File: config.mk
export PLATFORM = sky130hd
export DESIGN_NAME = trackball_motion_mapper
export DESIGN_NICKNAME = d
export VERILOG_FILES = /design/src/rtl/core/tmm_pkg.sv /design/src/rtl/core/trackball_motion_mapper.sv
export SDC_FILE = /design/constraint.sdc
export NUM_CORES = 1
export LEC_CHECK = 0
export BUFFER_PORTS_ARGS = -buffer_cell sky130_fd_sc_hd__buf_4
export CORE_ASPECT_RATIO = 0.7
export CORE_MARGIN = 8
export CORE_UTILIZATION = 66
export CTS_CLUSTER_DIAMETER = 50
export CTS_CLUSTER_SIZE = 24
export DETAILED_ROUTE_END_ITERATION = 8
export PLACE_DENSITY = 0.88
export RECOVER_POWER = 50
export SYNTH_ARGS = -nofsm -noshare
export SYNTH_HDL_FRONTEND = slang
export SYNTH_SLANG_ARGS = --single-unit
File: constraint.sdc
create_clock -name clock -period 43.4 [get_ports clock]
set_clock_uncertainty 0.2 [all_clocks]
set_input_delay 4.34 -clock clock [delete_from_list [all_inputs] [get_ports clock]]
set_output_delay 4.34 -clock clock [all_outputs]
set_load 0.01 [all_outputs]
File: src/rtl/core/tmm_pkg.sv
package tmm_pkg;

   localparam int DELTA_WIDTH = 16;

   localparam logic [1:0] ACT_MOVE   = 2'd0;
   localparam logic [1:0] ACT_SCROLL = 2'd1;
   localparam logic [1:0] ACT_ARROW  = 2'd2;

   localparam logic [2:0] ARROW_NONE  = 3'd0;
   localparam logic [2:0] ARROW_UP    = 3'd1;
   localparam logic [2:0] ARROW_DOWN  = 3'd2;
   localparam logic [2:0] ARROW_LEFT  = 3'd3;
   localparam logic [2:0] ARROW_RIGHT = 3'd4;

   localparam int CSR_ADDR_WIDTH = 4;

   localparam logic [1:0] CSR_AXIS_LAYOUT     = 2'd0;
   localparam logic [1:0] CSR_SCROLL_DIV      = 2'd1;
   localparam logic [1:0] CSR_ARROW_THRESHOLD = 2'd2;

   localparam logic        AXIS_LAYOUT_RESET     = 1'b0;
   localparam logic [2:0]  SCROLL_DIV_RESET      = 3'd4;
   localparam logic [6:0]  ARROW_THRESHOLD_RESET = 7'd5;

   typedef struct packed {
      logic [1:0]                     action;
      logic signed [DELTA_WIDTH-1:0]  delta_x;
      logic signed [DELTA_WIDTH-1:0]  delta_y;
      logic                           is_left_side;
   } req_type;

   typedef struct packed {
      logic signed [7:0] report_x;
      logic signed [7:0] report_y;
      logic signed [7:0] report_h;
      logic signed [7:0] report_v;
      logic [2:0]        arrow_key;
   } rsp_type;

endpackage

File: src/rtl/core/trackball_motion_mapper.sv
// Trackball motion mapper.
// Input beat: start with req_data (action, delta_x, delta_y, is_left_side).
// busy is always low, so a beat is taken on every cycle that start is high.
// Each beat yields exactly one result beat: rsp_valid is high for one cycle
// with rsp_data (pointer x/y, scroll h/v, arrow key).
// Each beat passes through the input register, then the result register.
// Throughput: one beat per cycle.
// The rate is set by the single path from the input register through the
// magnitude sum, gain pick and constant multiplies into the result register.
// The receiver cannot stall; results are never held or dropped.
// Configuration: APB registers at byte address 0 (axis_layout),
// 4 (scroll_div) and 8 (arrow_threshold); pready is always high.
// Write them only while no beat is in flight.
// Reset (synchronous, active high) clears the pipeline valids and returns
// the registers to axis_layout 0, scroll_div 4, arrow_threshold 5.
module trackball_motion_mapper
   import tmm_pkg::*;
(
   input  logic                      clock,
   input  logic                      reset,
   input  logic                      start,
   output logic                      busy,
   input  req_type                   req_data,
   output logic                      rsp_valid,
   output rsp_type                   rsp_data,
   input  logic                      psel,
   input  logic                      penable,
   input  logic                      pwrite,
   input  logic [CSR_ADDR_WIDTH-1:0] paddr,
   input  logic [31:0]               pwdata,
   output logic [31:0]               prdata,
   output logic                      pready
);

   localparam int DW = DELTA_WIDTH;
   localparam int PW = DW + 5;
   localparam logic [PW-1:0] CLIP_LIMIT = PW'(1280);
   localparam logic [23:0]   RECIP10    = 24'd6554;

   logic        axis_layout_ff, axis_layout_in;
   logic [2:0]  scroll_div_ff, scroll_div_in;
   logic [6:0]  arrow_threshold_ff, arrow_threshold_in;

   logic        in_vld_ff;
   req_type     in_data_ff;
   logic        out_vld_ff;
   rsp_type     out_data_ff, out_data_in;

   logic             csr_wr;
   logic [1:0]       csr_idx;

   logic [DW-1:0]    ax, ay;
   logic [DW:0]      sum_mag;
   logic [4:0]       gain;
   logic [6:0]       gx_mag, gy_mag;
   logic [2:0]       shamt;
   logic [6:0]       qx_mag, qy_mag;
   logic signed [7:0] gx, gy, qx, qy;
   logic [2:0]       key;

   function automatic logic [DW-1:0] mag(input logic [DW-1:0] v);
      mag = v[DW-1] ? (~v + DW'(1)) : v;
   endfunction

   function automatic logic [4:0] pick_gain(input logic [DW:0] s);
      logic [4:0] g;
      if (s > (DW+1)'(60))      g = 5'd30;
      else if (s > (DW+1)'(30)) g = 5'd15;
      else if (s > (DW+1)'(5))  g = 5'd10;
      else if (s > (DW+1)'(4))  g = 5'd9;
      else if (s > (DW+1)'(3))  g = 5'd7;
      else if (s > (DW+1)'(2))  g = 5'd5;
      else if (s > (DW+1)'(1))  g = 5'd2;
      else                      g = 5'd10;
      return g;
   endfunction

   // |d| * gain / 10, saturated at 127; divide by 10 via reciprocal multiply
   function automatic logic [6:0] scale_mag(input logic [DW-1:0] m,
                                            input logic [4:0] g);
      logic [PW-1:0] p;
      logic [23:0]   r;
      p = {5'd0, m} * {{DW{1'b0}}, g};
      r = {13'd0, p[10:0]} * RECIP10;
      if (p >= CLIP_LIMIT) return 7'd127;
      return r[22:16];
   endfunction

   function automatic logic signed [7:0] signed_of(input logic [6:0] m,
                                                   input logic neg);
      logic signed [7:0] v;
      v = $signed({1'b0, m});
      return neg ? -v : v;
   endfunction

   assign busy   = 1'b0;
   assign pready = 1'b1;

   assign csr_wr  = psel && penable && pwrite;
   assign csr_idx = paddr[3:2];

   always_comb begin
      axis_layout_in     = axis_layout_ff;
      scroll_div_in      = scroll_div_ff;
      arrow_threshold_in = arrow_threshold_ff;
      if (csr_wr) begin
         unique case (csr_idx)
            CSR_AXIS_LAYOUT:     axis_layout_in     = pwdata[0];
            CSR_SCROLL_DIV:      scroll_div_in      = pwdata[2:0];
            CSR_ARROW_THRESHOLD: arrow_threshold_in = pwdata[6:0];
            default: ;
         endcase
      end
   end

   always_comb begin
      unique case (csr_idx)
         CSR_AXIS_LAYOUT:     prdata = {31'd0, axis_layout_ff};
         CSR_SCROLL_DIV:      prdata = {29'd0, scroll_div_ff};
         CSR_ARROW_THRESHOLD: prdata = {25'd0, arrow_threshold_ff};
         default:             prdata = 32'd0;
      endcase
   end

   always_comb begin
      ax      = mag(in_data_ff.delta_x);
      ay      = mag(in_data_ff.delta_y);
      sum_mag = {1'b0, ax} + {1'b0, ay};
      gain    = pick_gain(sum_mag);
      gx_mag  = scale_mag(ax, gain);
      gy_mag  = scale_mag(ay, gain);
      gx      = signed_of(gx_mag, in_data_ff.delta_x[DW-1]);
      gy      = signed_of(gy_mag, in_data_ff.delta_y[DW-1]);
      shamt   = (scroll_div_ff == 3'd0) ? 3'd0 : scroll_div_ff - 3'd1;
      qx_mag  = gx_mag >> shamt;
      qy_mag  = gy_mag >> shamt;
      qx      = signed_of(qx_mag, in_data_ff.delta_x[DW-1]);
      qy      = signed_of(qy_mag, in_data_ff.delta_y[DW-1]);

      // dominant axis already exceeds the threshold whenever either does
      key = ARROW_NONE;
      if (ax > DW'(arrow_threshold_ff) || ay > DW'(arrow_threshold_ff)) begin
         if (ax > ay) key = in_data_ff.delta_x[DW-1] ? ARROW_UP : ARROW_DOWN;
         else         key = in_data_ff.delta_y[DW-1] ? ARROW_LEFT : ARROW_RIGHT;
      end

      out_data_in = '0;
      case (in_data_ff.action)
         ACT_MOVE: begin
            if (axis_layout_ff) begin
               out_data_in.report_x = gx;
               out_data_in.report_y = -gy;
            end else if (in_data_ff.is_left_side) begin
               out_data_in.report_x = -gy;
               out_data_in.report_y = -gx;
            end else begin
               out_data_in.report_x = gy;
               out_data_in.report_y = gx;
            end
         end
         ACT_SCROLL: begin
            if (axis_layout_ff) begin
               out_data_in.report_h = qx;
               out_data_in.report_v = qy;
            end else if (in_data_ff.is_left_side) begin
               out_data_in.report_h = -qy;
               out_data_in.report_v = qx;
            end else begin
               out_data_in.report_h = qy;
               out_data_in.report_v = -qx;
            end
         end
         ACT_ARROW: out_data_in.arrow_key = key;
         default: ;
      endcase
   end

   always_ff @(posedge clock) begin
      if (reset) begin
         axis_layout_ff     <= AXIS_LAYOUT_RESET;
         scroll_div_ff      <= SCROLL_DIV_RESET;
         arrow_threshold_ff <= ARROW_THRESHOLD_RESET;
         in_vld_ff          <= 1'b0;
         out_vld_ff         <= 1'b0;
      end else begin
         axis_layout_ff     <= axis_layout_in;
         scroll_div_ff      <= scroll_div_in;
         arrow_threshold_ff <= arrow_threshold_in;
         in_vld_ff          <= start && !busy;
         out_vld_ff         <= in_vld_ff;
      end
   end

   always_ff @(posedge clock) begin
      in_data_ff  <= req_data;
      out_data_ff <= out_data_in;
   end

   assign rsp_valid = out_vld_ff;
   assign rsp_data  = out_data_ff;

`ifndef ASSERT_OFF
   a_latency: assert property (@(posedge clock) disable iff (reset)
      (start && !busy) |-> ##2 rsp_valid)
      else $error("accepted beat gave no result two cycles later");

   a_no_orphan: assert property (@(posedge clock) disable iff (reset)
      rsp_valid |-> $past(start && !busy, 2))
      else $error("result beat without an accepted input beat");

   a_one_kind: assert property (@(posedge clock) disable iff (reset)
      (rsp_valid && rsp_data.arrow_key != ARROW_NONE) |->
         (rsp_data.report_x == 8'sd0 && rsp_data.report_y == 8'sd0 &&
          rsp_data.report_h == 8'sd0 && rsp_data.report_v == 8'sd0))
      else $error("arrow key together with motion");

   a_range: assert property (@(posedge clock) disable iff (reset)
      rsp_valid |-> (rsp_data.report_x != 8'sh80 && rsp_data.report_y != 8'sh80 &&
                     rsp_data.report_h != 8'sh80 && rsp_data.report_v != 8'sh80 &&
                     rsp_data.arrow_key <= ARROW_RIGHT))
      else $error("result field out of range");

   a_move_scroll: assert property (@(posedge clock) disable iff (reset)
      (rsp_valid && (rsp_data.report_x != 8'sd0 || rsp_data.report_y != 8'sd0)) |->
         (rsp_data.report_h == 8'sd0 && rsp_data.report_v == 8'sd0))
      else $error("pointer and scroll motion in one result");
`endif

endmodule

==> results.py <==
metrics = {
    "routing": {
        "wirelength_um": 47600,
        "avgViaCountPerCell": 6.33,
        "initialDrtViolationCount": 1714,
        "vias": 15600,
        "dr.pass1.iters": 6,
        "ant_nets": 0,
        "post-route-drc-count": 0,
        "wl_per_cell_um": 19.3,
    },
    "layout": {
        "layout_commonest_cell": "inv_1",
        "area_delta_synth_final_pct": 6.46,
        "antenna_cells": 0,
        "final_cell_mix": "inv_1, ha_1, nor2_1",
        "final_nets": 2608,
        "drive_gt1_share_pct": 7.81,
        "layout.cells.non_filler": 2469,
    },
    "worst_setup_path": {
        "worst_path_max_delay_cell": "nor2_1",
        "arrival_ns": 17.88,
        "critical_path_class": "reg2reg",
        "cp-end-kind": "flip-flop",
        "critPathLaunchType": "flip-flop",
        "crit_fanout": 12,
        "ff2ff_path_depth": 56,
        "cp_slowest_stage_delay_ns": 1.00,
        "worstPathRequired_ns": 43.49,
    },
    "timing": {
        "setup_viol": 0,
        "tns_ns": 0,
        "worstMarginPinSlew_ns": 1.24,
        "rsz0062_at_grt": "false",
        "timing.final.crit_period_ns": 17.79,
        "slew_viol_final": 0,
        "fin_crit_sh_pct": 41.0,
        "relSlewSlack_pct": 16.7,
        "layout_setup_ws_ns": 25.61,
        "timing.fmax_mhz": 56.2,
        "hold_violations": 0,
    },
    "synth": {
        "ys.flop_type": "dfxtp_1",
        "synth_edf_count": 0,
        "syn_avg_cell_area_um2": 8.09,
        "netlist_area_um2": 16800,
        "ys_ff_latch": 83,
        "yosys_warnings": 0,
        "ys_seq_area_share_pct": 9.88,
        "synthCells": 2080,
        "synthArstFlopShare_pct": 0,
        "synth_cell_types": 107,
    },
    "grt": {
        "grt_usage_pct": 30.9,
        "grt_max_degree": 63,
        "overflow": 0,
        "grt_pass1_wl_um": 77400,
        "antenna_found_initial": 0,
        "grt_pass1_vias": 15300,
    },
    "floorplanning": {
        "start_util_pct": 66.3,
        "die_x_um": 207,
        "die_h_um": 150,
        "io-pin-count": 147,
        "rows": 49,
        "core-area_um2": 25400,
        "dieArea_um2": 30900,
    },
    "cts": {
        "hold_buffers": 0,
        "cts_root_buf": "clkbuf_16",
        "cts.sinks": 83,
        "cts_made_buffers": 9,
        "insertion_delay_ns": 0.38,
        "post_cts_resized": 0,
        "clockBufferDepth": 2,
        "cts_htree_levels": 3,
        "clk_pin_slew_worst_paths_ns": 0.08,
        "cts_tree": "built",
        "cts_setup_buffers": 0,
    },
    "placed_design": {
        "portBuffers": 92,
        "dpl.hpwl_um": 38800,
        "dp_cells": 2453,
        "gp_congestion": 0.986,
        "dp_slack_ns": 26.17,
    },
    "run_status": {
        "status": "completed",
    },
    "hold_path": {
        "min_path_cells": 1,
        "hp-class": "reg2reg",
    },
    "flow_run": {
        "drv_cap": 0,
    },
}
-- flip-flops by register name (all words and copies together) (netlist names) --
| register | cells |
|---|---|
| axis_layout_ff | 1 |
| in_vld_ff | 1 |
| rsp_valid | 1 |
| in_data_ff | 35 |
| arrow_threshold_ff | 7 |
| rsp_data | 35 |
| scroll_div_ff | 3 |
-- cell type report --
cell class / instances / area, um2
multi-input cells: 1637 / 13700
clock buffers: 9 / 225
repair buffers: 103 / 709
inverters: 299 / 1120
flip-flops and latches: 83 / 1660
clock inverters: 7 / 66.3
fillers: 2048 / 7470
well taps: 331 / 414
-- final timing paths --
check                     end  slack, ns     startpoint
setup / recovery  rsp_data[9]      25.61  in_data_ff[1]
hold / removal      rsp_valid       0.27      in_vld_ff
setup reg to reg  rsp_data[9]      25.61  in_data_ff[1]
hold reg to reg     rsp_valid       0.27      in_vld_ff
-- routing by layer --
layer | routed length, um | vias to the layer above | GRT usage (%)
met2 | 20500 | 877 | 48.0
met4 | 1210 | 0 | 8.34
li1 | - | 7177 | -
met5 | 0 | - | 0
met1 | 20500 | 7457 | 43.3
met3 | 5370 | 125 | 5.86
-- through the flow --
stage	utilization, %	hold WS, ns	instance area (um2)
2_1_floorplan	-	0.214	16900
3_3_place_gp	69.7	0.222	17700
3_5_place_dp	69.7	0.236	17700
4_1_cts	70.8	0.266	18000
5_1_grt	70.6	0.279	17900
6_report	70.6	0.266	17900
-- kinds of logic after synthesis --
| logic type | count (synthesis) | share of synthesized area (%) |
|---|---|---|
| xor gates and xnor gates | 107 | 5.66 |
| muxes | 30 | 1.84 |
| buffers and inverters | 385 | 9.21 |
| DFF | 83 | 9.88 |
| and+or+nand+nor | 666 | 19.7 |
| adders and majority gates | 398 | 36.2 |
| AOI/OAI and AO/OA | 409 | 17.6 |
| other | 2 | 0.0446 |
-- cell usage after synthesis (8+ instances only) --
master / count / share of area, %
a211o_1: 10 / 0.52
a211oi_1: 38 / 1.7
a21o_1: 26 / 1.2
a21oi_1: 68 / 2.0
a31oi_1: 18 / 0.67
and2_1: 21 / 0.78
and3_1: 28 / 1.0
buf_4: 27 / 1.2
clkbuf_1: 52 / 1.2
dfxtp_1: 83 / 9.9
fa_1: 147 / 17
ha_1: 251 / 19
inv_1: 295 / 6.6
mux2i_1: 25 / 1.5
nand2_1: 152 / 3.4
nand2b_1: 26 / 0.97
nand3_1: 30 / 0.89
nand3b_1: 8 / 0.36
nand4_1: 25 / 0.93
nor2_1: 215 / 4.8
nor2b_1: 37 / 1.4
nor3_1: 38 / 1.1
nor4_1: 11 / 0.41
o2111ai_1: 9 / 0.47
o211ai_1: 14 / 0.62
o21a_1: 22 / 0.98
o21ai_0: 71 / 2.1
o21bai_1: 11 / 0.49
o22ai_1: 9 / 0.33
o31ai_1: 14 / 0.62
or2_2: 17 / 0.63
or3_1: 15 / 0.56
xnor2_1: 66 / 3.4
xor2_1: 39 / 2.0
-- critical path, delay by kind of cell (launching register included) --
family | cells | cell delay (ns)
fa+ha+maj | 14 | 5.89
flops | 1 | 0.46
compound gates | 14 | 4.18
buf+inv | 7 | 0.93
simple gates | 19 | 5.41
xor+xnor | 2 | 0.55
Power is not shown: default switching activity piles up to over one toggle a cycle in this logic, so the estimate is an artifact.
